File: src/sv/atc_pkg.sv
// Shared constants, types and tables of the affine transform composer.
// No dependencies.
package atc_pkg;

    localparam int WORD_BITS    = 48;
    localparam int FRAC_BITS    = 16;
    localparam int CORDIC_STEPS = 16;
    localparam int ANGLE_BITS   = 26;
    localparam int ACTION_BITS  = 3;
    localparam int CV_BITS      = 34;  // CORDIC vector and angle width
    localparam int HALF_BITS    = WORD_BITS / 2;
    localparam int PROD_BITS    = 2 * WORD_BITS;
    localparam int CNT_BITS     = 5;
    localparam logic signed [CV_BITS-1:0] CORDIC_GAIN = CV_BITS'(652032874);

    // action codes
    localparam logic [ACTION_BITS-1:0] ACT_ROTATE    = 3'd0;
    localparam logic [ACTION_BITS-1:0] ACT_TRANSLATE = 3'd1;
    localparam logic [ACTION_BITS-1:0] ACT_SCALE     = 3'd2;
    localparam logic [ACTION_BITS-1:0] ACT_SHEAR     = 3'd3;
    localparam logic [ACTION_BITS-1:0] ACT_MIRROR    = 3'd4;

    typedef logic signed [WORD_BITS-1:0] word_t;

    // controller to datapath
    typedef struct packed {
        logic                load;
        logic                cordic_step;
        logic                cordic_finish;
        logic                mul_load;
        logic                mul_acc;
        logic                mul_round;
        logic                elem_sum;
        logic                elem_add;
        logic                commit;
        logic [2:0]          elem;
        logic                k;
        logic [1:0]          part;
        logic [CNT_BITS-1:0] step;
    } atc_cmd_t;

    // datapath to controller
    typedef struct packed {
        logic rotate;
        logic active;
    } atc_stat_t;

    // atan(2^-i) in degrees, Q.24
    function automatic logic signed [CV_BITS-1:0] atc_atan(input logic [CNT_BITS-1:0] idx);
        logic [31:0] v;
        case (idx)
            5'd0:    v = 32'd754974720;
            5'd1:    v = 32'd445687602;
            5'd2:    v = 32'd235489088;
            5'd3:    v = 32'd119537938;
            5'd4:    v = 32'd60000934;
            5'd5:    v = 32'd30029717;
            5'd6:    v = 32'd15018523;
            5'd7:    v = 32'd7509720;
            5'd8:    v = 32'd3754917;
            5'd9:    v = 32'd1877466;
            5'd10:   v = 32'd938734;
            5'd11:   v = 32'd469367;
            5'd12:   v = 32'd234684;
            5'd13:   v = 32'd117342;
            5'd14:   v = 32'd58671;
            5'd15:   v = 32'd29335;
            5'd16:   v = 32'd14668;
            5'd17:   v = 32'd7334;
            5'd18:   v = 32'd3667;
            5'd19:   v = 32'd1833;
            5'd20:   v = 32'd917;
            5'd21:   v = 32'd458;
            5'd22:   v = 32'd229;
            5'd23:   v = 32'd115;
            default: v = 32'd0;
        endcase
        return CV_BITS'(v);
    endfunction

endpackage

File: src/sv/atc_if.sv
// Valid/ready channel interfaces for the composer input and result items.
// Depends on atc_pkg.
interface atc_in_if;
    logic                                  valid;
    logic                                  ready;
    logic [atc_pkg::ACTION_BITS-1:0]       action;
    logic signed [atc_pkg::ANGLE_BITS-1:0] angle;
    atc_pkg::word_t                        first_value;
    atc_pkg::word_t                        second_value;

    modport source (output valid, action, angle, first_value, second_value, input ready);
    modport sink (input valid, action, angle, first_value, second_value, output ready);
endinterface

interface atc_out_if;
    logic           valid;
    logic           ready;
    atc_pkg::word_t m_row0_col0;
    atc_pkg::word_t m_row0_col1;
    atc_pkg::word_t m_row0_col2;
    atc_pkg::word_t m_row1_col0;
    atc_pkg::word_t m_row1_col1;
    atc_pkg::word_t m_row1_col2;

    modport source (output valid, m_row0_col0, m_row0_col1, m_row0_col2,
                    m_row1_col0, m_row1_col1, m_row1_col2, input ready);
    modport sink (input valid, m_row0_col0, m_row0_col1, m_row0_col2,
                  m_row1_col0, m_row1_col1, m_row1_col2, output ready);
endinterface

File: src/sv/atc_ctrl.sv
// Sequencer of the composer: CORDIC steps, product parts and element updates.
// Depends on atc_pkg.
module atc_ctrl (
    input  logic                clk,
    input  logic                rst_n,
    input  logic                in_valid,
    input  logic                out_ready,
    input  atc_pkg::atc_stat_t  stat,
    output atc_pkg::atc_cmd_t   cmd,
    output logic                in_ready,
    output logic                out_valid
);

    localparam logic [3:0] S_IDLE   = 4'd0;
    localparam logic [3:0] S_DECODE = 4'd1;
    localparam logic [3:0] S_CORDIC = 4'd2;
    localparam logic [3:0] S_CFIN   = 4'd3;
    localparam logic [3:0] S_MLOAD  = 4'd4;
    localparam logic [3:0] S_MACC   = 4'd5;
    localparam logic [3:0] S_MRND   = 4'd6;
    localparam logic [3:0] S_MSUM   = 4'd7;
    localparam logic [3:0] S_MADD   = 4'd8;
    localparam logic [3:0] S_DONE   = 4'd9;

    logic [3:0]                   state_reg, state_next;
    logic [atc_pkg::CNT_BITS-1:0] cnt_reg, cnt_next;
    logic [2:0]                   elem_reg, elem_next;
    logic                         k_reg, k_next;
    logic [1:0]                   part_reg, part_next;
    logic                         out_valid_reg, out_valid_next;
    logic                         last_elem, col2;

    assign last_elem = (elem_reg == 3'd5);
    assign col2      = (elem_reg == 3'd2) || (elem_reg == 3'd5);

    // next state and commands
    always_comb
    begin
        state_next     = state_reg;
        cnt_next       = cnt_reg;
        elem_next      = elem_reg;
        k_next         = k_reg;
        part_next      = part_reg;
        out_valid_next = out_valid_reg;
        cmd            = '0;
        cmd.elem       = elem_reg;
        cmd.k          = k_reg;
        cmd.part       = part_reg;
        cmd.step       = cnt_reg;

        if (out_valid_reg && out_ready)
        begin
            out_valid_next = 1'b0;
        end

        unique case (state_reg)
            S_IDLE:
            begin
                if (in_valid)
                begin
                    cmd.load   = 1'b1;
                    state_next = S_DECODE;
                end
            end
            S_DECODE:
            begin
                cnt_next  = '0;
                elem_next = '0;
                k_next    = 1'b0;
                if (!stat.active)
                    state_next = S_DONE;
                else if (stat.rotate)
                    state_next = S_CORDIC;
                else
                    state_next = S_MLOAD;
            end
            S_CORDIC:
            begin
                cmd.cordic_step = 1'b1;
                cnt_next        = cnt_reg + 1'b1;
                if (cnt_reg == atc_pkg::CNT_BITS'(atc_pkg::CORDIC_STEPS - 1))
                    state_next = S_CFIN;
            end
            S_CFIN:
            begin
                cmd.cordic_finish = 1'b1;
                state_next        = S_MLOAD;
            end
            S_MLOAD:
            begin
                cmd.mul_load = 1'b1;
                part_next    = '0;
                state_next   = S_MACC;
            end
            S_MACC:
            begin
                cmd.mul_acc = 1'b1;
                part_next   = part_reg + 1'b1;
                if (part_reg == 2'd3)
                    state_next = S_MRND;
            end
            S_MRND:
            begin
                cmd.mul_round = 1'b1;
                if (!k_reg)
                begin
                    k_next     = 1'b1;
                    state_next = S_MLOAD;
                end
                else
                begin
                    state_next = S_MSUM;
                end
            end
            S_MSUM:
            begin
                cmd.elem_sum = 1'b1;
                k_next       = 1'b0;
                if (col2)
                    state_next = S_MADD;
                else
                begin
                    elem_next  = elem_reg + 1'b1;
                    state_next = S_MLOAD;
                end
            end
            S_MADD:
            begin
                cmd.elem_add = 1'b1;
                elem_next    = elem_reg + 1'b1;
                state_next   = last_elem ? S_DONE : S_MLOAD;
            end
            S_DONE:
            begin
                if (!out_valid_reg || out_ready)
                begin
                    cmd.commit     = 1'b1;
                    out_valid_next = 1'b1;
                    state_next     = S_IDLE;
                end
            end
            default:
            begin
                state_next = S_IDLE;
            end
        endcase
    end

    always_ff @(posedge clk or negedge rst_n)
    begin
        if (!rst_n)
        begin
            state_reg     <= S_IDLE;
            cnt_reg       <= '0;
            elem_reg      <= '0;
            k_reg         <= 1'b0;
            part_reg      <= '0;
            out_valid_reg <= 1'b0;
        end
        else
        begin
            state_reg     <= state_next;
            cnt_reg       <= cnt_next;
            elem_reg      <= elem_next;
            k_reg         <= k_next;
            part_reg      <= part_next;
            out_valid_reg <= out_valid_next;
        end
    end

    assign in_ready  = (state_reg == S_IDLE);
    assign out_valid = out_valid_reg;

endmodule

File: src/sv/atc_datapath.sv
// Datapath of the composer: angle folding, CORDIC, shared multiplier,
// saturating adders, matrix and result registers. Depends on atc_pkg.
module atc_datapath (
    input  logic                                  clk,
    input  logic                                  rst_n,
    input  atc_pkg::atc_cmd_t                     cmd,
    output atc_pkg::atc_stat_t                    stat,
    input  logic [atc_pkg::ACTION_BITS-1:0]       action,
    input  logic signed [atc_pkg::ANGLE_BITS-1:0] angle,
    input  atc_pkg::word_t                        first_value,
    input  atc_pkg::word_t                        second_value,
    output atc_pkg::word_t                        res [6]
);

    localparam int W  = atc_pkg::WORD_BITS;
    localparam int F  = atc_pkg::FRAC_BITS;
    localparam int H  = atc_pkg::HALF_BITS;
    localparam int P  = atc_pkg::PROD_BITS;
    localparam int CV = atc_pkg::CV_BITS;
    localparam int AB = 28;  // angle reduction width
    localparam logic signed [AB-1:0] A_FULL    = AB'(360 * 65536);
    localparam logic signed [AB-1:0] A_HALF    = AB'(180 * 65536);
    localparam logic signed [AB-1:0] A_QUARTER = AB'(90 * 65536);
    localparam atc_pkg::word_t ONE      = atc_pkg::word_t'(1) <<< F;
    localparam atc_pkg::word_t WORD_MAX = {1'b0, {(W-1){1'b1}}};
    localparam atc_pkg::word_t WORD_MIN = {1'b1, {(W-1){1'b0}}};

    logic [atc_pkg::ACTION_BITS-1:0] action_reg;
    atc_pkg::word_t                  xv_reg, yv_reg, c_reg, s_reg;
    logic signed [CV-1:0]            x_reg, y_reg, z_reg;
    logic                            flip_reg;
    atc_pkg::word_t                  m_reg [6];
    atc_pkg::word_t                  n_reg [6];
    atc_pkg::word_t                  p_reg [2];
    atc_pkg::word_t                  res_reg [6];
    logic [W-1:0]                    ua_reg, ub_reg;
    logic                            neg_reg;
    logic [P-1:0]                    acc_reg;

    // saturating add of two words
    function automatic atc_pkg::word_t sat_add(input atc_pkg::word_t a, input atc_pkg::word_t b);
        logic signed [W:0] s;
        s = {a[W-1], a} + {b[W-1], b};
        if (s[W] != s[W-1])
            return s[W] ? WORD_MIN : WORD_MAX;
        return s[W-1:0];
    endfunction

    // one element of the elementary transform
    function automatic atc_pkg::word_t t_elem(input logic [2:0] idx);
        atc_pkg::word_t t0, t1, t2, t3, t4, t5, r;
        t0 = '0; t1 = '0; t2 = '0; t3 = '0; t4 = '0; t5 = '0;
        case (action_reg)
            atc_pkg::ACT_ROTATE:
            begin
                t0 = c_reg; t1 = s_reg; t3 = -s_reg; t4 = c_reg;
            end
            atc_pkg::ACT_TRANSLATE:
            begin
                t0 = ONE; t2 = xv_reg; t4 = ONE; t5 = yv_reg;
            end
            atc_pkg::ACT_SCALE:
            begin
                t0 = xv_reg; t4 = yv_reg;
            end
            atc_pkg::ACT_SHEAR:
            begin
                t0 = ONE; t1 = xv_reg; t3 = yv_reg; t4 = ONE;
            end
            atc_pkg::ACT_MIRROR:
            begin
                t0 = ONE; t4 = -ONE;
            end
            default:
            begin
                t0 = '0;
            end
        endcase
        case (idx)
            3'd0:    r = t0;
            3'd1:    r = t1;
            3'd2:    r = t2;
            3'd3:    r = t3;
            3'd4:    r = t4;
            default: r = t5;
        endcase
        return r;
    endfunction

    // angle reduction into [-90, 90] degrees
    logic signed [AB-1:0] r0, r1, r2, r3, r4;
    logic                 flip_in;
    always_comb
    begin
        r0 = AB'(angle);
        if (r0 >= A_FULL)
            r1 = r0 - A_FULL;
        else if (r0 <= -A_FULL)
            r1 = r0 + A_FULL;
        else
            r1 = r0;
        r2 = (r1 < 0) ? r1 + A_FULL : r1;
        r3 = (r2 > A_HALF) ? r2 - A_FULL : r2;
        flip_in = 1'b0;
        if (r3 > A_QUARTER)
        begin
            r4 = r3 - A_HALF;
            flip_in = 1'b1;
        end
        else if (r3 < -A_QUARTER)
        begin
            r4 = r3 + A_HALF;
            flip_in = 1'b1;
        end
        else
        begin
            r4 = r3;
        end
    end

    // CORDIC rounding to the word format
    logic signed [CV-1:0] xr, yr;
    assign xr = (x_reg + (CV'(1) <<< (29 - F))) >>> (30 - F);
    assign yr = (y_reg + (CV'(1) <<< (29 - F))) >>> (30 - F);

    // operand selection for the shared multiplier
    logic           row;
    logic [1:0]     col;
    logic [2:0]     a_idx, b_idx;
    atc_pkg::word_t a_op, b_op;
    always_comb
    begin
        row   = (cmd.elem >= 3'd3);
        col   = row ? 2'(cmd.elem - 3'd3) : cmd.elem[1:0];
        a_idx = (row ? 3'd3 : 3'd0) + {2'b00, cmd.k};
        b_idx = (cmd.k ? 3'd3 : 3'd0) + {1'b0, col};
        a_op  = m_reg[a_idx];
        b_op  = t_elem(b_idx);
    end

    // partial product of two half-words
    logic [H-1:0]   pa, pb;
    logic [2*H-1:0] pp;
    logic [P-1:0]   pp_sh;
    assign pa    = cmd.part[1] ? ua_reg[W-1:H] : ua_reg[H-1:0];
    assign pb    = cmd.part[0] ? ub_reg[W-1:H] : ub_reg[H-1:0];
    assign pp    = pa * pb;
    assign pp_sh = P'(pp) << (H * (32'(cmd.part[1]) + 32'(cmd.part[0])));

    // rounding and saturation of the full product
    logic [P-1:0]   rsum, mag, lim;
    atc_pkg::word_t prod;
    always_comb
    begin
        rsum = acc_reg + (P'(1) << (F - 1));
        mag  = rsum >> F;
        lim  = P'(WORD_MAX) + P'(neg_reg);
        if (mag > lim)
            prod = neg_reg ? WORD_MIN : WORD_MAX;
        else
            prod = neg_reg ? -mag[W-1:0] : mag[W-1:0];
    end

    // item registers, CORDIC and multiplier state
    always_ff @(posedge clk)
    begin
        if (cmd.load)
        begin
            action_reg <= action;
            xv_reg     <= first_value;
            yv_reg     <= second_value;
            x_reg      <= atc_pkg::CORDIC_GAIN;
            y_reg      <= '0;
            z_reg      <= CV'(r4) <<< 8;
            flip_reg   <= flip_in;
        end
        if (cmd.cordic_step)
        begin
            if (!z_reg[CV-1])
            begin
                x_reg <= x_reg - (y_reg >>> cmd.step);
                y_reg <= y_reg + (x_reg >>> cmd.step);
                z_reg <= z_reg - atc_pkg::atc_atan(cmd.step);
            end
            else
            begin
                x_reg <= x_reg + (y_reg >>> cmd.step);
                y_reg <= y_reg - (x_reg >>> cmd.step);
                z_reg <= z_reg + atc_pkg::atc_atan(cmd.step);
            end
        end
        if (cmd.cordic_finish)
        begin
            c_reg <= flip_reg ? -W'(xr) : W'(xr);
            s_reg <= flip_reg ? -W'(yr) : W'(yr);
        end
        if (cmd.mul_load)
        begin
            ua_reg  <= a_op[W-1] ? -a_op : a_op;
            ub_reg  <= b_op[W-1] ? -b_op : b_op;
            neg_reg <= a_op[W-1] ^ b_op[W-1];
        end
        if (cmd.mul_acc)
        begin
            acc_reg <= (cmd.part == 2'd0) ? pp_sh : acc_reg + pp_sh;
        end
        if (cmd.mul_round)
        begin
            p_reg[cmd.k] <= prod;
        end
        if (cmd.elem_sum)
        begin
            n_reg[cmd.elem] <= sat_add(p_reg[0], p_reg[1]);
        end
        if (cmd.elem_add)
        begin
            n_reg[cmd.elem] <= sat_add(n_reg[cmd.elem], m_reg[cmd.elem]);
        end
        if (cmd.commit)
        begin
            for (int i = 0; i < 6; i++)
                res_reg[i] <= (action_reg <= atc_pkg::ACT_MIRROR) ? n_reg[i] : m_reg[i];
        end
    end

    // matrix state, identity after reset
    always_ff @(posedge clk or negedge rst_n)
    begin
        if (!rst_n)
        begin
            for (int i = 0; i < 6; i++)
                m_reg[i] <= (i == 0 || i == 4) ? ONE : '0;
        end
        else if (cmd.commit && (action_reg <= atc_pkg::ACT_MIRROR))
        begin
            for (int i = 0; i < 6; i++)
                m_reg[i] <= n_reg[i];
        end
    end

    assign stat.rotate = (action_reg == atc_pkg::ACT_ROTATE);
    assign stat.active = (action_reg <= atc_pkg::ACT_MIRROR);
    assign res         = res_reg;

endmodule

File: src/sv/affine_transform_composer_top.sv
// Top level of the 2D affine transform composer.
// Depends on atc_pkg, atc_if, atc_ctrl and atc_datapath.
//
// Usage:
//   in_ch takes one item: action (rotate, translate, scale, shear, mirror),
//   angle in degrees for rotate, and two Q32.16 values. The held matrix is
//   post-multiplied by that transform and out_ch gives the six stored
//   elements after the update, one result item for each input item.
//   Items are handled one at a time; in_ch.ready is high only when idle.
//   An accepted item is decoded; a rotate item then runs the CORDIC steps
//   and a finish step, and every active action runs the matrix update;
//   unused action codes go straight to the result. The next item can be
//   taken in the same cycle as the result goes valid.
//   The update is twelve products on the shared 24x24 multiplier, each
//   made by load, four partial products and round, six sums and two
//   offset adds; the CORDIC runs one step per cycle for rotate.
//   The result sits in an output register; if out_ch stalls, the next item
//   is still taken and worked on, and its result waits until the previous
//   one is taken.
//   Reset sets the matrix to identity and drops out_ch.valid.
module affine_transform_composer_top (
    input logic clk,
    input logic rst_n,
    atc_in_if.sink    in_ch,
    atc_out_if.source out_ch
);

    atc_pkg::atc_cmd_t  cmd;
    atc_pkg::atc_stat_t stat;
    atc_pkg::word_t     res [6];
    logic               in_ready;
    logic               out_valid;

    atc_ctrl u_ctrl (
        .clk       (clk),
        .rst_n     (rst_n),
        .in_valid  (in_ch.valid),
        .out_ready (out_ch.ready),
        .stat      (stat),
        .cmd       (cmd),
        .in_ready  (in_ready),
        .out_valid (out_valid)
    );

    atc_datapath u_dp (
        .clk          (clk),
        .rst_n        (rst_n),
        .cmd          (cmd),
        .stat         (stat),
        .action       (in_ch.action),
        .angle        (in_ch.angle),
        .first_value  (in_ch.first_value),
        .second_value (in_ch.second_value),
        .res          (res)
    );

    // channel wiring
    assign in_ch.ready         = in_ready;
    assign out_ch.valid        = out_valid;
    assign out_ch.m_row0_col0  = res[0];
    assign out_ch.m_row0_col1  = res[1];
    assign out_ch.m_row0_col2  = res[2];
    assign out_ch.m_row1_col0  = res[3];
    assign out_ch.m_row1_col1  = res[4];
    assign out_ch.m_row1_col2  = res[5];

endmodule

File: src/flat_wrapper.sv
// flat-port wrapper written by rule: the top's interface ports become plain ports
module affine_transform_composer_top_flat 
  (clk, rst_n, in_ch_valid, in_ch_action, in_ch_angle, in_ch_first_value, in_ch_second_value, in_ch_ready, out_ch_valid, out_ch_m_row0_col0, out_ch_m_row0_col1, out_ch_m_row0_col2, out_ch_m_row1_col0, out_ch_m_row1_col1, out_ch_m_row1_col2, out_ch_ready);
  atc_in_if in_ch_i ();
  atc_out_if out_ch_i ();
  input logic clk;
  input logic rst_n;
  input wire logic [$bits(in_ch_i.valid)-1:0] in_ch_valid;
  input wire logic [$bits(in_ch_i.action)-1:0] in_ch_action;
  input wire logic [$bits(in_ch_i.angle)-1:0] in_ch_angle;
  input wire logic [$bits(in_ch_i.first_value)-1:0] in_ch_first_value;
  input wire logic [$bits(in_ch_i.second_value)-1:0] in_ch_second_value;
  output wire logic [$bits(in_ch_i.ready)-1:0] in_ch_ready;
  output wire logic [$bits(out_ch_i.valid)-1:0] out_ch_valid;
  output wire logic [$bits(out_ch_i.m_row0_col0)-1:0] out_ch_m_row0_col0;
  output wire logic [$bits(out_ch_i.m_row0_col1)-1:0] out_ch_m_row0_col1;
  output wire logic [$bits(out_ch_i.m_row0_col2)-1:0] out_ch_m_row0_col2;
  output wire logic [$bits(out_ch_i.m_row1_col0)-1:0] out_ch_m_row1_col0;
  output wire logic [$bits(out_ch_i.m_row1_col1)-1:0] out_ch_m_row1_col1;
  output wire logic [$bits(out_ch_i.m_row1_col2)-1:0] out_ch_m_row1_col2;
  input wire logic [$bits(out_ch_i.ready)-1:0] out_ch_ready;
  assign in_ch_i.valid = in_ch_valid;
  assign in_ch_i.action = in_ch_action;
  assign in_ch_i.angle = in_ch_angle;
  assign in_ch_i.first_value = in_ch_first_value;
  assign in_ch_i.second_value = in_ch_second_value;
  assign in_ch_ready = in_ch_i.ready;
  assign out_ch_valid = out_ch_i.valid;
  assign out_ch_m_row0_col0 = out_ch_i.m_row0_col0;
  assign out_ch_m_row0_col1 = out_ch_i.m_row0_col1;
  assign out_ch_m_row0_col2 = out_ch_i.m_row0_col2;
  assign out_ch_m_row1_col0 = out_ch_i.m_row1_col0;
  assign out_ch_m_row1_col1 = out_ch_i.m_row1_col1;
  assign out_ch_m_row1_col2 = out_ch_i.m_row1_col2;
  assign out_ch_i.ready = out_ch_ready;
  affine_transform_composer_top u_core (.clk(clk), .rst_n(rst_n), .in_ch(in_ch_i), .out_ch(out_ch_i));
endmodule
File: config.mk
export PLATFORM = sky130hd
export DESIGN_NAME = affine_transform_composer_top_flat
export DESIGN_NICKNAME = d
export VERILOG_FILES = /design/src/sv/atc_pkg.sv /design/src/sv/atc_if.sv /design/src/sv/atc_ctrl.sv /design/src/sv/atc_datapath.sv /design/src/sv/affine_transform_composer_top.sv /design/src/flat_wrapper.sv
export SDC_FILE = /design/constraint.sdc
export NUM_CORES = 2
export LEC_CHECK = 0
export BUFFER_PORTS_ARGS = -buffer_cell sky130_fd_sc_hd__clkbuf_2
export CAP_MARGIN = 20
export CORE_MARGIN = 2
export CORE_UTILIZATION = 50
export DETAILED_ROUTE_END_ITERATION = 8
export PLACE_DENSITY = 0.67
export SYNTH_ARGS = -nofsm -noshare
export SYNTH_HDL_FRONTEND = slang
export SYNTH_HIERARCHICAL = 1
export SYNTH_SLANG_ARGS = --single-unit
File: constraint.sdc
create_clock -name clk -period 37.4 [get_ports clk]
set_clock_uncertainty 0.05 [all_clocks]
set_input_delay 7.48 -clock clk [delete_from_list [all_inputs] [get_ports clk]]
set_output_delay 7.48 -clock clk [all_outputs]
set_load 0.03 [all_outputs]
==> flow_summary.yaml <==
detailed_routing:
  drc: 0
  routedWlPerCell_um: 25.9
  firstDrtPassIters: 6
  drtIter0Drc: 11165
  via_per_inst: 6.27
  drtAntennaViolNets: 0
  drt_wl_total_mm: 383
  vias: 92794
clock_tree:
  cts.clk_slew.worst_paths_ps: 70
  postCtsHoldBufs: 0
  postCtsSetupBuffers: 0
  cts_buffer_depth: 3
  numCtsBuffers: 168
  cts_root_buffer: "clkbuf_16"
  htreeDepth: 4
  cts_sinks: 1555
  clock_latency_ps: 890
  cts_tree: "built"
  ctsResizeCount: 0
layout:
  largest_reg_flops: 384
  nets: 12799
  final_layout_size_suffix_gt1_share_pct: 12.9
  syn_to_final_growth_pct: 9.84
  fin_cells: 14790
timing:
  maxSlewHeadroom_pct: 11.6
  fin_setup_tns_ps: 0
  maxSlewViolCount: 0
  finalSetupViolCount: 0
  fmax_mhz: 65.8
  rsz0062_at_grt: "false"
  finalHoldViolCount: 0
  worst_pin_slew_ps: 1290
  min_period_ps: 15200
  min_period_over_period_pct: 40.6
worst_setup_path:
  cp-start-kind: "register"
  cp_common_cell: "fa_1"
  regToRegStartpoint: "u_core/u_ctrl/part_reg[1]"
  crit_type: "register to register"
  cp-startpoint: "u_core/u_ctrl/part_reg[1]"
  worst-path-max-fanout: 43
  required_ps: 37910
  crit_arrival_ps: 15710
  slowest_delay_ps: 1030
  crit_path_top_delay_cell: "mux2i_2"
  endpoint_kind: "register"
grt:
  grt_pass1_vias: 90181
  overflow: 0
  grt_usage_pct: 32.6
  antenna_found_initial: 15
  grt_pass1_wl_mm: 571
  grt_max_degree: 231
yosys:
  synth_top_area_share_pct: 33.0
  synth_seq_cells: 1555
  avgSynthCellArea_um2: 9.92
  synth_common_cells: "nand2_1, edfxtp_1, nor2_1"
  syn_area_um2: 114000
  async_flop_share_pct: 19.5
  ys_top_cells_by_area: "edfxtp_1, fa_1, dfrtp_1, ha_1, nand2_1"
  synth.most_common_cell: "nand2_1"
  synth_edf_count: 1251
  synth_cell_types: 108
  postSynthCellCount: 11466
  synth_top_area_cell: "edfxtp_1"
  syn_nets: 12633
  yosysSeqAreaShare_pct: 39.7
  ys.warnings.count: 6
  synthFlopType: "edfxtp_1"
die:
  die_w_um: 481
  core_area_um2: 227000
  rows: 175
  die_h_um: 481
  start_util_pct: 50.1
  pin_count: 419
  fp.dieArea_um2: 231000
placement:
  dp.final_hpwl_mm: 279
  gp_congestion: 1.02
  dpl.cell_count: 14469
  io_buffers: 418
run:
  max_cap_violations: 0
worst_hold_path:
  hold_path.class: "register to register"
  min_from: "u_core/u_dp/n_reg[0][5]"
run_status:
  outcome: "finished clean"
-- logic make-up (layout without fill, tap and decap cells) --
kind of cell             after synthesis  count (layout)  synth area share [%]
AO/OA/AOI/OAI                       2418            2418                  13.7
AND/OR/NAND/NOR                     3727            3727                  14.5
other                                  0               7                     0
adder cells (fa/ha/maj)             1038            1038                  14.6
buffers and inverters               1373            1681                  4.56
multiplexers                         720             720                  7.95
flip-flops                          1555            1555                  39.7
XOR/XNOR                             635             635                  4.89
-- worst max-delay path: cells and delay by family, from the launching register on --
kind / cells / cell delay (ps)
muxes: 2 / 1380
DFF: 1 / 550
and+or+nand+nor: 5 / 750
adders and majority gates: 9 / 4400
AOI/OAI and AO/OA: 22 / 6680
buffers and inverters: 5 / 820
xor gates and xnor gates: 1 / 240
-- placed cells by master (no fill, tap or decap), drive strengths merged, types with 371 or more instances in the layout --
cell type  netlist  routed
a21oi          665     665
a22oi          371     371
clkbuf         479     620
edfxtp        1251    1251
fa             489     489
ha             549     549
inv            783     788
mux2           414     414
nand2         1754    1754
nor2           899     899
o21ai          494     494
xnor2          389     389
-- path summary, 6_finish.rpt --
| kind | depth (start not counted) | slack, ps | to |
|---|---|---|---|
| setup / recovery | 44 | 22200 | u_core/u_dp/acc_reg[81] |
| hold / removal | 1 | 430 | u_core/u_dp/m_reg[245] |
| setup reg to reg | 44 | 22200 | u_core/u_dp/acc_reg[81] |
| hold reg to reg | 1 | 430 | u_core/u_dp/m_reg[245] |
| max in group asynchronous | 3 | 28320 | u_core/u_ctrl/cnt_reg[0] |
| min in group asynchronous | 1 | 6490 | u_core/u_dp/m_reg[217] |
-- per-stage QoR --
stage / hold slack, ps / utilization [%] / instance area [um2] / setup slack (ps)
3_5_place_dp: 475 / 52.5 / 119000 / 22600
3_3_place_gp: 467 / 52.4 / 119000 / 22860
5_1_grt: 443 / 55.1 / 125000 / 21580
4_1_cts: 430 / 55.1 / 125000 / 22550
6_report: 434 / 55.1 / 125000 / 22200
2_1_floorplan: 422 / - / 114000 / 13510
-- area by class of cell --
type	instances	area (um2)
fillers	19766	102000
multi-input cells	8538	63700
flip-flops and latches	1555	45200
clock buffers	203	4410
well taps	3009	3760
repair buffers	585	3430
inverters	784	2950
clock inverters	109	1500
diodes	7	17.5
-- per-layer routing --
layer	vias to the layer above	global-route usage (%)	wire length [um]
met5	-	0	46
met4	6	14.2	18900
met3	845	6.32	37700
met2	5023	50.5	171000
met1	45796	44.5	155000
li1	41124	-	-
Power is left out: the tool's default activity adds up to more than one toggle a clock period on the data nets, which glitch-free logic cannot reach.
